[src/hdl/sam_ram.sv]
// Generic simple dual-port RAM with registered read.
module sam_ram #(
  parameter int WIDTH = 8,
  parameter int DEPTH = 16
) (
  input  logic                     clk,
  input  logic                     we,
  input  logic [$clog2(DEPTH)-1:0] waddr,
  input  logic [WIDTH-1:0]         wdata,
  input  logic [$clog2(DEPTH)-1:0] raddr,
  output logic [WIDTH-1:0]         rdata
);
  logic [WIDTH-1:0] mem [DEPTH];

  always_ff @(posedge clk) begin
    if (we) mem[waddr] <= wdata;
    rdata <= mem[raddr];
  end
endmodule

[config.mk]
export PLATFORM = sky130hd
export DESIGN_NAME = sam_ram
export DESIGN_NICKNAME = d
export VERILOG_FILES = /design/src/hdl/sam_ram.sv
export SDC_FILE = /design/constraint.sdc
export NUM_CORES = 1
export LEC_CHECK = 0
export BUFFER_PORTS_ARGS = -buffer_cell sky130_fd_sc_hd__buf_2
export CORE_MARGIN = 1.5
export CORE_UTILIZATION = 60
export DETAILED_ROUTE_END_ITERATION = 6
export PLACE_DENSITY_LB_ADDON = 0.3
export SETUP_SLACK_MARGIN = 0.2
export SLEW_MARGIN = 20
export SYNTH_ARGS = -nofsm -noshare
export SYNTH_HDL_FRONTEND = slang
export SYNTH_SLANG_ARGS = --single-unit
[constraint.sdc]
create_clock -name clk -period 2.9 [get_ports clk]
set_clock_uncertainty 0.2 [all_clocks]
set_input_delay 0.87 -clock clk [delete_from_list [all_inputs] [get_ports clk]]
set_output_delay 0.87 -clock clk [all_outputs]
set_load 0.03 [all_outputs]
==> impl_metrics.ini <==
[setup_path]
crit_buf_inv = 1
cp.required_ps = 1830
cp.depth = 1
path_delay_family = flip-flops
r2r_slack_ps = 1280
crit_slowest_cell = dfxtp_1
r2r_end = rdata[5]$_DFF_P_
cp_max_fo = 1
cp-start-kind = flop
critical_path_arrival_ps = 1080
setup.worst_path.end_class = output pin
startpoint = rdata[4]$_DFF_P_
crit_end = rdata[4]
crit_type = flop to output pin
ff2ff_path_depth = 3
regToRegStartpoint = mem[1][5]$_DFFE_PP_
slowest_delay_ps = 350
crit_path_cell_trace = buf_2

[yosys]
synth_seq_cells = 136
synth_edf_count = 128
synthMuxAreaShare_pct = 15.0
ys_seq_area_share_pct = 77.8
synth_compound_area_share_pct = 2.33
synth_ff_type = edfxtp_1
synthXorXnorAreaFrac_pct = 0
syn_area_um2 = 5150
synth_top_family_by_area = multiplexers
ys_async_sr_fraction_pct = 0
yosysWarnings = 0
avgSynthCellArea_um2 = 22.5
yosys.area_share.adder_pct = 0
synthCells = 229
synth_cell_types = 19
synthSimpleGateAreaFrac_pct = 3.18
synth_fp_nets = 247

[global_routing]
grt_max_degree = 33
antenna_found_initial = 0
grt_pass1_wl_um = 14700
grt-ovfl-total = 0
grt_pass1_vias = 2512
grt.total_usage_pct = 24.4

[cts]
root_buffer = clkbuf_8
htree_levels = 4
cts_hold_buf = 0
clockBufferDepth = 2
cts_buffers = 17
cts_resized = 0
cts_tree = yes
clkTransAtPathRegs_ps = 60
clkLatencyLatePin_ps = 520
clock-sinks = 136
postCtsSetupBuffers = 0

[layout]
drive_above_1_share_pct = 31.9
multi_input_area_um2 = 1060
seqCellArea_um2 = 4000
area_growth_pct = 17.6
final_util_pct = 73.3
fin_nets = 300
fill_cells = 471
antennaDiodeCount = 0
final_cells = 400

[power]
leakage_nw = 2.07
power_density_nw_per_um2 = 738
ir_worst_vdd_uv = 408

[timing]
worst_slack_ps = 746
max_clock_freq_mhz = 464
slew_headroom_pct = 46.8
finalCritPeriodShare_pct = 74.3
period_needed_ps = 2150
rsz0062_at_grt = no
tightest_slew_ps = 795
final-setup-viol-count = 0
slew_viol_final = 0
fin_setup_tns_ps = 0
timing_hold_violations_final = 0

[detailed_routing]
dr.pass1.iters = 4
drtIter0Drc = 220
wirelength_um = 9910
drc = 0
via_per_inst = 6.27
wl_per_cell_um = 24.8
ant_nets = 0
via_count = 2507

[floorplanning]
start_util_pct = 62.3
die_w_um = 95.6
core-area_um2 = 8260
fp.dieH_um = 95.6
boundaryPins = 26
rows = 33
die_area_um2 = 9140

[run]
drv_cap = 0

[min_path]
hp-class = flop to flop

[status]
outcome = complete, no violations

[place]
post-dp-hpwl_um = 5970
place_congestion = 0.826
io_buffers = 25
place_ws_ps = 326
place_inst = 368
per-stage QoR:
| step | total power, W | hold slack, ps | area [um2] |
|---|---|---|---|
| after detailed placement | 0.00248 | 455 | 5490 |
| after CTS | 0.00449 | 468 | 6050 |
| after global routing | 0.00458 | 503 | 6050 |
| after floorplan | 0.00239 | 429 | 5150 |
| after global placement | 0.00247 | 451 | 5490 |
| final | 0.00447 | 463 | 6050 |
placed cells by master, fill, tap and decap left out:
master      netlist  layout
clkinv_2          0       2
buf_4             1      17
edfxtp_1        128     128
nor3_1            4       4
nand3b_1          2       2
nand2_1           9       9
or3b_2            1       1
dfxtp_1           8       8
inv_6             0       1
nor2_1           13      13
clkinv_1          0       1
buf_12            0       2
buf_2             3      25
bufinv_16         0       2
and2b_1           1       1
clkinv_4          0       4
clkbuf_8          0       1
nor2b_1           1       1
nand2b_1          2       2
mux4_2           18      18
and2_1            1       1
clkbuf_16         0      16
a22oi_1          16      16
mux4_1           14      14
clkinvlp_4        0       5
nand3_1           1       1
registers in the layout (all words and copies together) (netlist names):
signal and cells:
rdata 8, mem 128
Yosys cell counts, types with 2 or more instances:
master | count | area (um2)
a22oi_1 | 16 | 120
buf_2 | 3 | 15.0
buf_6 | 3 | 33.8
clkdlybuf4s25_2 | 3 | 30.0
dfxtp_1 | 8 | 160
edfxtp_1 | 128 | 3840
mux4_1 | 14 | 368
mux4_2 | 18 | 405
nand2_1 | 9 | 33.8
nand2b_1 | 2 | 12.5
nand3b_1 | 2 | 15.0
nor2_1 | 13 | 48.8
nor3_1 | 4 | 20.0
metal layers:
layer | track usage, % | wire length (um)
met1 | 34.4 | 4180
met4 | 10.8 | 194
met2 | 35.9 | 4820
met3 | 6.78 | 722
met5 | 0 | 0
power by group:
part / switching [W] / total [W] / internal [W]
clock network: 0.000810 / 0.00203 / 0.00122
registers: 0.0000130 / 0.00221 / 0.00220
logic: 0.000139 / 0.000227 / 0.0000878
cells by family (layout without fill, tap and decap cells):
| logic type | count (synthesis) | in the layout |
|---|---|---|
| AOI/OAI and AO/OA | 16 | 16 |
| buffers and inverters | 10 | 76 |
| DFF | 136 | 136 |
| and+or+nand+nor | 35 | 35 |
| muxes | 32 | 32 |
how the worst min path moves through the flow:
| stage | cells after the start | end | from | slack, ps |
|---|---|---|---|---|
| after floorplan | 3 | rdata[0]$_DFF_P_ | mem[7][0]$_DFFE_PP_ | 430 |
| after CTS | 3 | rdata[7]$_DFF_P_ | mem[14][7]$_DFFE_PP_ | 470 |
| after detailed placement | 3 | rdata[7]$_DFF_P_ | mem[14][7]$_DFFE_PP_ | 450 |
| final | 3 | rdata[7]$_DFF_P_ | mem[14][7]$_DFFE_PP_ | 460 |
| after global placement | 3 | rdata[7]$_DFF_P_ | mem[12][7]$_DFFE_PP_ | 450 |
| after global routing | 3 | rdata[3]$_DFF_P_ | mem[8][3]$_DFFE_PP_ | 500 |
final cells by class:
| class | instances | share of cell area, % |
|---|---|---|
| multi-input combinational | 83 | 17.5 |
| tap | 105 | 2.17 |
| sequential | 136 | 66.1 |
| clock buffer | 17 | 6.84 |
| timing repair buffer | 44 | 4.84 |
| clock inverter | 15 | 2.56 |
No activity file was read; power rests on OpenSTA's default activity.
