## config.mk

```make
export PLATFORM = sky130hd
export DESIGN_NAME = sam_div
export DESIGN_NICKNAME = d
export VERILOG_FILES = /design/src/hdl/sam_pkg.sv /design/src/hdl/sam_div.sv
export SDC_FILE = /design/constraint.sdc
export NUM_CORES = 1
export LEC_CHECK = 0
export ABC_CLOCK_PERIOD_IN_PS = 5700
export BUFFER_PORTS_ARGS = -buffer_cell sky130_fd_sc_hd__buf_4
export CAP_MARGIN = 20
export CELL_PAD_IN_SITES_DETAIL_PLACEMENT = 1
export CELL_PAD_IN_SITES_GLOBAL_PLACEMENT = 1
export CORE_MARGIN = 2
export CORE_UTILIZATION = 49
export CTS_CLUSTER_SIZE = 16
export DETAILED_ROUTE_END_ITERATION = 6
export PLACE_DENSITY = 0.89
export SYNTH_ARGS = -nofsm -noshare
export SYNTH_HDL_FRONTEND = slang
export SYNTH_SLANG_ARGS = --single-unit
export TNS_END_PERCENT = 1
```

## constraint.sdc

```tcl
create_clock -name clk -period 5.7 [get_ports clk]
set_input_delay 0.57 -clock clk [delete_from_list [all_inputs] [get_ports clk]]
set_output_delay 0.57 -clock clk [all_outputs]
set_load 0.01 [all_outputs]
```

## src/hdl/sam_pkg.sv

```systemverilog
// Shared widths, register indexes, pixel record and helpers of the segment-aware mean filter.
package sam_pkg;

  localparam int DEF_MAX_WIDTH           = 1024;
  localparam int DEF_SAME_RADIUS         = 5;
  localparam int DEF_MAX_ADAPTIVE_RADIUS = 4;

  localparam int COLOUR_W     = 8;
  localparam int LABEL_W      = 8;
  localparam int DIST_W       = 16;
  localparam int WIDTH_CFG_W  = 11;
  localparam int HEIGHT_CFG_W = 13;
  localparam int CFG_IDX_W    = 1;
  localparam int CFG_DATA_W   = 13;

  localparam logic [WIDTH_CFG_W-1:0]  WIDTH_RESET  = 11'd640;
  localparam logic [HEIGHT_CFG_W-1:0] HEIGHT_RESET = 13'd480;

  // register indexes on the configuration channel
  localparam logic [CFG_IDX_W-1:0] CFG_IMAGE_WIDTH  = 1'b0;
  localparam logic [CFG_IDX_W-1:0] CFG_IMAGE_HEIGHT = 1'b1;

  // item kinds
  localparam logic FUNC_PIXEL = 1'b0;
  localparam logic FUNC_DRAIN = 1'b1;

  // one stored pixel
  typedef struct packed {
    logic [COLOUR_W-1:0] red;
    logic [COLOUR_W-1:0] green;
    logic [COLOUR_W-1:0] blue;
    logic [LABEL_W-1:0]  label;
    logic                sal;
    logic [DIST_W-1:0]   distance;
  } pix_t;

  localparam int PIX_W = $bits(pix_t);

  // floor(10*(d+0.3)) clamped to 4..9, then halved
  function automatic logic [3:0] adaptive_radius(input logic [DIST_W-1:0] dd);
    logic [DIST_W+3:0] p;
    logic [7:0]        a;
    p = {dd, 3'b000} + {3'b000, dd, 1'b0};
    a = p[DIST_W+3:12] + 8'd3;
    if (a < 8'd4) a = 8'd4;
    if (a > 8'd9) a = 8'd9;
    return a[4:1];
  endfunction

endpackage

```

## src/hdl/sam_div.sv

```systemverilog
// Restoring divider: three channel sums by one shared count, one quotient bit per cycle.
module sam_div import sam_pkg::*; #(
  parameter int SUM_W = 16,
  parameter int CNT_W = 8
) (
  input  logic                          clk,
  input  logic                          rst_n,
  input  logic                          start,
  input  logic [2:0][SUM_W-1:0]         sum_i,
  input  logic [CNT_W-1:0]              cnt_i,
  output logic                          done,
  output logic [2:0][COLOUR_W-1:0]      quot
);
  localparam int DW = CNT_W + COLOUR_W - 1;
  localparam int SW = $clog2(COLOUR_W + 1);

  logic [2:0][SUM_W-1:0]    rem_r;
  logic [2:0][COLOUR_W-1:0] q_r;
  logic [DW-1:0]            den_r;
  logic [SW-1:0]            step_r;
  logic                     busy_r;
  logic                     done_r;

  always_ff @(posedge clk) begin
    if (!rst_n) begin
      busy_r <= 1'b0;
      done_r <= 1'b0;
      step_r <= '0;
    end else begin
      done_r <= 1'b0;
      if (start) begin
        busy_r <= 1'b1;
        step_r <= '0;
        rem_r  <= sum_i;
        q_r    <= '0;
        den_r  <= DW'(cnt_i) << (COLOUR_W - 1);
      end else if (busy_r) begin
        // one quotient bit per channel
        for (int c = 0; c < 3; c++) begin
          if (rem_r[c] >= SUM_W'(den_r)) begin
            rem_r[c] <= rem_r[c] - SUM_W'(den_r);
            q_r[c]   <= {q_r[c][COLOUR_W-2:0], 1'b1};
          end else begin
            q_r[c]   <= {q_r[c][COLOUR_W-2:0], 1'b0};
          end
        end
        den_r  <= den_r >> 1;
        step_r <= step_r + 1'b1;
        if (32'(step_r) == COLOUR_W - 1) begin
          busy_r <= 1'b0;
          done_r <= 1'b1;
        end
      end
    end
  end

  assign done = done_r;
  assign quot = q_r;
endmodule

```

==> flow_summary.yaml, run 1 <==
cts:
  post_cts_resized: 0
  ctsHoldBuffers: 0
  htreeDepth: 3
  worstSkewPairLatency_ns: 0.36
  clockBufferDepth: 2
  clkSinkCount: 93
  cts_tree: "yes"
  cts-root-buf: "clkbuf_16"
  post_cts.repair.setup_buffers: 0
  path_clk_slew_ns: 0.07
  cts_made_buffers: 9
place:
  placed_area_mm2: 0.007131
  port_buffers: 83
  place.gp.congestion: 0.8711
  hpwl_um: 13680
logic_synthesis:
  synth.top_cells.by_area: "edfxtp_1, ha_1, nand2_1"
  ys_seq_area_share_pct: 42.73
  synth.top_cell.area_share_pct: 40.85
  ys.flop_type: "edfxtp_1"
  synth-xor-area-share_pct: 3.287
  ys_warn_count: 0
  avgSynthCellArea_um2: 9.545
  synth_seq_cells: 93
  synth_edf_count: 87
  synth.distinct_cells: 64
  synth_cells: 670
  synth_compound_area_share_pct: 20.72
  synth_nets: 778
  synth_mux_area_share_pct: 0.6457
  yosys.area.top_type: "edfxtp_1"
  synth_fa_ha_area_share_pct: 9.939
  synth_top_family_by_area: "compound AO/OA/AOI/OAI gates"
  async_flop_share_pct: 0
  synth-simple-area-share_pct: 18.16
  synth_area_mm2: 0.006395
power:
  powerDensity_mw_per_mm2: 280.9
  worst_ir_drop_vdd_mv: 0.1699
  leakage_uw: 0.003060
  power_frac_clock_pct: 28.9
  power_frac_seq_pct: 40.8
  internal_power_uw: 1388
  switching_power_uw: 703.8
  power.share.switching_pct: 33.65
  p_comb_share_pct: 30.3
floorplanning:
  coreArea_mm2: 0.01267
  dieArea_mm2: 0.01398
  rows: 41
  initial_core_util_pct: 50.47
  die_w_um: 118.2
  die_h_um: 118.2
  boundaryPins: 84
run:
  drv_cap: 0
timing:
  hold_viol: 0
  slew_viol_final: 0
  worst_slew_pin_slew_ns: 0.8516
  final.setup.tns_ns: 0
  min_period_ns: 2.973
  skew_ns: 0.008041
  holdWs_ns: 0.4553
  rsz0062_at_grt: "false"
  max-slew-margin-rel_pct: 43.23
  period_share_pct: 52.16
  setup_viol_count_final: 0
  max_clock_freq_ghz: 0.3363
global_route:
  grt_pass1_vias: 6055
  grtUsageTotal_pct: 28.18
  grt_overflow_total: 0
  grt_pass1_wl_um: 31170
  antenna_found_initial: 0
  grt_max_degree: 88
status:
  status: "finished clean"
finish:
  utilization_pct: 58.75
  final_area_mm2: 0.007445
  fill_cells: 1456
  finalNetCount: 853
  areaGrowthSynthToFinish_pct: 16.42
  drive_above_1_share_pct: 15.87
  diodes: 0
critical_path:
  cp_top_family: "compound AO/OA/AOI/OAI gates"
  cp-start-kind: "register"
  crit_slowest_cell: "edfxtp_1"
  path_buf_inv: 1
  r2r_setup_slack_ns: 2.73
  critPathRequiredTime_ns: 5.74
  crit_type: "reg2reg"
  crit_chain: "ha_1 > fa_1 > nor2b_1 > o21a_1 > o21ai_0 > a21boi_0 > o31ai_1 > a221oi_2 > buf_4"
  cp.arrival_ns: 3.02
  cpPeakStageDelay_ns: 0.44
  cp-end-kind: "register"
  cp_max_fo: 16
route:
  routed_wl_um: 18800
  drt_iter0_drc: 346
  num_vias: 5564
  wl_per_cell_um: 20.39
  dr.pass1.iters: 4
  drc_errors: 0
  ant_nets: 0
  drt-vias-per-instance: 6.035
min_path:
  min_path_type: "reg2reg"
-- cells in the mapped netlist (all sizes together) (4+ instances only) --
cell type and number:
dfxtp 6, clkbuf 20, buf 4, o31ai 13, nand3 15, nor3 20
a211oi 6, edfxtp 87, a221oi 4, xor2 10, ha 46, a311oi 7
a21o 18, o21bai 11, xnor2 14, nand2 79, nand4 5, inv 38
nand2b 6, nor3b 6, o21ai 61, a21oi 42, nor2b 31, nor2 47
o21a 10, or3 5, and3 5
-- cells by family after synthesis --
family / Yosys count
buf+inv: 63
simple gates: 237
fa+ha+maj: 49
xor+xnor: 24
mux: 4
compound gates: 200
flops: 93
-- metrics by stage --
step / power, uW / worst slack [ns] / cells
2_1_floorplan: 1304 / 2.148 / 670
3_3_place_gp: 1440 / 2.662 / 905
3_5_place_dp: 1483 / 2.528 / 905
4_1_cts: 2087 / 2.748 / 921
5_1_grt: 2191 / 2.496 / 922
6_report: 2091 / 2.727 / 922
-- area by class of cell --
| type | count | area, um^2 | area share (%) |
|---|---|---|---|
| timing repair buffer | 89 | 688.2 | 9.244 |
| inverter | 38 | 142.6 | 1.916 |
| sequential | 93 | 2733 | 36.71 |
| multi-input combinational | 514 | 3379 | 45.39 |
| clock inverter | 7 | 61.31 | 0.8235 |
| clock buffer | 9 | 225.2 | 3.025 |
| tap | 172 | 215.2 | 2.891 |
-- power by group through the flow --
stage	clock network [uW]	registers, uW	logic, uW
floorplan	0	864	440
global placement	0	863	578
detailed placement	0	867	616
CTS	606	853	628
global route	629	858	704
finish	605	852	635
-- state kept, by name (all words and copies together), names as in the netlist --
signal,cells
rem_r,48
den_r,15
busy_r,1
quot,24
step_r,4
done,1
-- worst register-to-register path: stages (launching register included) --
cell	delay [ns]
edfxtp_1	0.44
ha_1	0.25
fa_1	0.42
nor2b_1	0.14
o21a_1	0.16
o21ai_0	0.12
a21boi_0	0.35
o31ai_1	0.19
a221oi_2	0.26
buf_4	0.31
-- layer usage --
layer / GRT usage [%] / vias to the layer above / wire length (um)
li1: - / 2628 / -
met4: 12.73 / 0 / 572
met2: 51.59 / 150 / 9933
met1: 32.16 / 2741 / 7584
met3: 4.295 / 45 / 712
met5: 0 / - / 0
-- cells in the final DEF (no fill, tap or decap), types with 15 or more instances in the layout --
master     n
nor2b_1   31
edfxtp_1  87
nor3_1    19
o21ai_0   59
buf_4     88
nor2_1    47
a21oi_1   42
a21o_1    18
inv_1     38
ha_1      46
nand2_1   79
nand3_1   15
-- final timing paths --
| path | from | end | cells after the start |
|---|---|---|---|
| setup / recovery | den_r[0] | rem_r[16] | 9 |
| hold / removal | step_r[3] | done | 1 |
| setup reg to reg | den_r[0] | rem_r[16] | 9 |
| hold reg to reg | step_r[3] | done | 1 |
No activity file was read; power rests on OpenSTA's default activity.
==> run 2, diff against run 1 <==
ABC_CLOCK_PERIOD_IN_PS = 2900   (was 5700)
CORE_UTILIZATION = 45   (was 49)
PLACE_DENSITY = 0.82   (was 0.89)
clock period = 2.9 ns   (was 5.7 ns; I/O delays follow)
==> run 2 against run 1 <==
Clock power up 100%; cell count up 1.7%; largest power group unchanged; hold slack worse by 0.25 ns; die area up 8.6%; largest cell class unchanged; critical path depth down 1; non-clock buffer count up 8; sequential power up 96%; maximum frequency up 5.7%.
==> flow_summary.yaml, run 2 (synthesized netlist as in run 1, its figures left out) <==
status:
  status: "finished clean"
finish:
  finalNetCount: 861
  regMostFlops: "rem_r"
  final_common_cell: "buf_4"
  multi_input_area_mm2: 0.003387
  drive_above_1_share_pct: 16.89
  fill_cells: 1595
  diodes: 0
  regArea_mm2: 0.002733
  utilization_pct: 54.18
  largest_reg_flops: 48
  areaGrowthSynthToFinish_pct: 17.61
  layout_common_cells: "buf_4, edfxtp_1, nand2_1, o21ai_0, nor2_1"
power:
  power.share.switching_pct: 33.62
  leakage_uw: 0.003102
  p_total_uw: 4132
  p_comb_share_pct: 30.2
  switching_power_uw: 1389
  powerDensity_mw_per_mm2: 549.4
  power_frac_clock_pct: 29.3
  internal_power_uw: 2743
  worst_ir_drop_vdd_mv: 0.3149
  power_frac_seq_pct: 40.5
timing:
  worst_slew_pin_slew_ns: 0.5746
  max-slew-margin-rel_pct: 61.29
  holdWs_ns: 0.2050
  skew_ns: 0.009491
  period_share_pct: 96.95
  max_clock_freq_ghz: 0.3557
  slew_viol_final: 0
  hold_viol: 0
  rsz0062_at_grt: "true"
  setup_viol_count_final: 0
  min_period_ns: 2.812
route:
  routed_wl_um: 18310
  num_vias: 5448
  drc_errors: 0
  ant_nets: 0
  drt-vias-per-instance: 5.808
  dr.pass1.iters: 4
  drt_iter0_drc: 331
  wl_per_cell_um: 19.52
min_path:
  min_to: "rem_r[27]"
  min-delay-start: "sum_i[27]"
  min_path_type: "in2reg"
  min_path_cells: 3
place:
  port_buffers: 83
  place.gp.congestion: 0.9025
  hpwl_um: 13410
critical_path:
  regToRegEndpoint: "rem_r[30]"
  critPathRequiredTime_ns: 3.06
  crit_chain: "inv_1 > ha_1 > a21o_1 > a21o_1 > a2111oi_4 > nor3_2 > or4_1 > o311ai_1"
  crit_type: "reg2reg"
  path_buf_inv: 1
  r2r_setup_slack_ns: 0.09
  crit_slowest_cell: "or4_1"
  ff2ff_path_depth: 8
  cp_top_family: "compound AO/OA/AOI/OAI gates"
  cp_max_fo: 7
  cp.arrival_ns: 2.97
  cpPeakStageDelay_ns: 0.55
  r2r_start: "den_r[7]"
  cp-end-kind: "register"
  cp-start-kind: "register"
  crit_top_cell: "a21o_1"
floorplanning:
  dieArea_mm2: 0.01518
  die_h_um: 123.2
  rows: 43
  die_w_um: 123.2
  coreArea_mm2: 0.01388
  initial_core_util_pct: 46.07
  boundaryPins: 84
global_route:
  antenna_found_initial: 0
  grt_pass1_wl_um: 29280
  grt_overflow_total: 0
  grt_max_degree: 148
  grt_pass1_vias: 5760
  grtUsageTotal_pct: 25.08
cts:
  worstSkewPairLatency_ns: 0.36
  clockBufferDepth: 2
  cts_tree: "yes"
  cts_made_buffers: 9
  path_clk_slew_ns: 0.08
  ctsHoldBuffers: 0
  htreeDepth: 3
  clkSinkCount: 93
  cts-root-buf: "clkbuf_16"
run:
  drv_cap: 0
-- run 2: what timing repair did --
action                                  4_1_cts  5_1_grt
endpoints found under the setup margin        0       18
setup buffers                                 0        0
gates resized for setup                       0        3
hold endpoints to repair                      0        0
-- run 2: stage by stage --
stage | cells | worst slack (ns) | TNS [ns] | area [um^2]
after floorplan | 670 | -0.2106 | -5.122 | 6407
after global placement | 922 | 0.1762 | 0 | 7227
after detailed placement | 922 | 0.1233 | 0 | 7227
after CTS | 938 | 0.1067 | 0 | 7516
after global routing | 938 | -0.001227 | -0.001227 | 7521
final | 938 | 0.08835 | 0 | 7521
-- run 2: power by group through the flow --
stage | clock network [uW] | logic [uW] | registers [uW]
6_report | 1210 | 1250 | 1670
3_5_place_dp | 0 | 1230 | 1700
5_1_grt | 1270 | 1380 | 1680
3_3_place_gp | 0 | 1170 | 1700
4_1_cts | 1220 | 1240 | 1670
2_1_floorplan | 0 | 868 | 1700
-- run 2: how the worst max path moves through the flow --
stage	to	cells past startpoint	from	slack, ns
floorplan	rem_r[32]	6	start	-0.21
global placement	rem_r[16]	9	den_r[0]	0.18
detailed placement	rem_r[16]	9	den_r[0]	0.12
CTS	rem_r[16]	9	den_r[0]	0.11
global route	rem_r[11]	8	den_r[1]	-0.001
finish	rem_r[30]	8	den_r[7]	0.09
-- run 2: per-layer routing --
| layer | global-route usage (%) | routed length [um] | up-vias |
|---|---|---|---|
| met1 | 30.56 | 7839 | 2660 |
| met2 | 44.68 | 9289 | 110 |
| li1 | - | - | 2644 |
| met5 | 0 | 0 | - |
| met4 | 10.01 | 500 | 0 |
| met3 | 3.275 | 678 | 34 |
-- run 2: tightest hold or removal path, cell delays in order --
cell     delay [ns]
buf_4          0.08
nand2_1        0.04
o31ai_1        0.05
-- run 2: final cells by class --
type	instances	share of cell area, %
multi-input cells	514	45.03
flip-flops and latches	93	36.33
repair buffers	97	9.899
clock buffers	9	2.995
well taps	180	2.995
inverters	38	1.897
clock inverters	7	0.8484
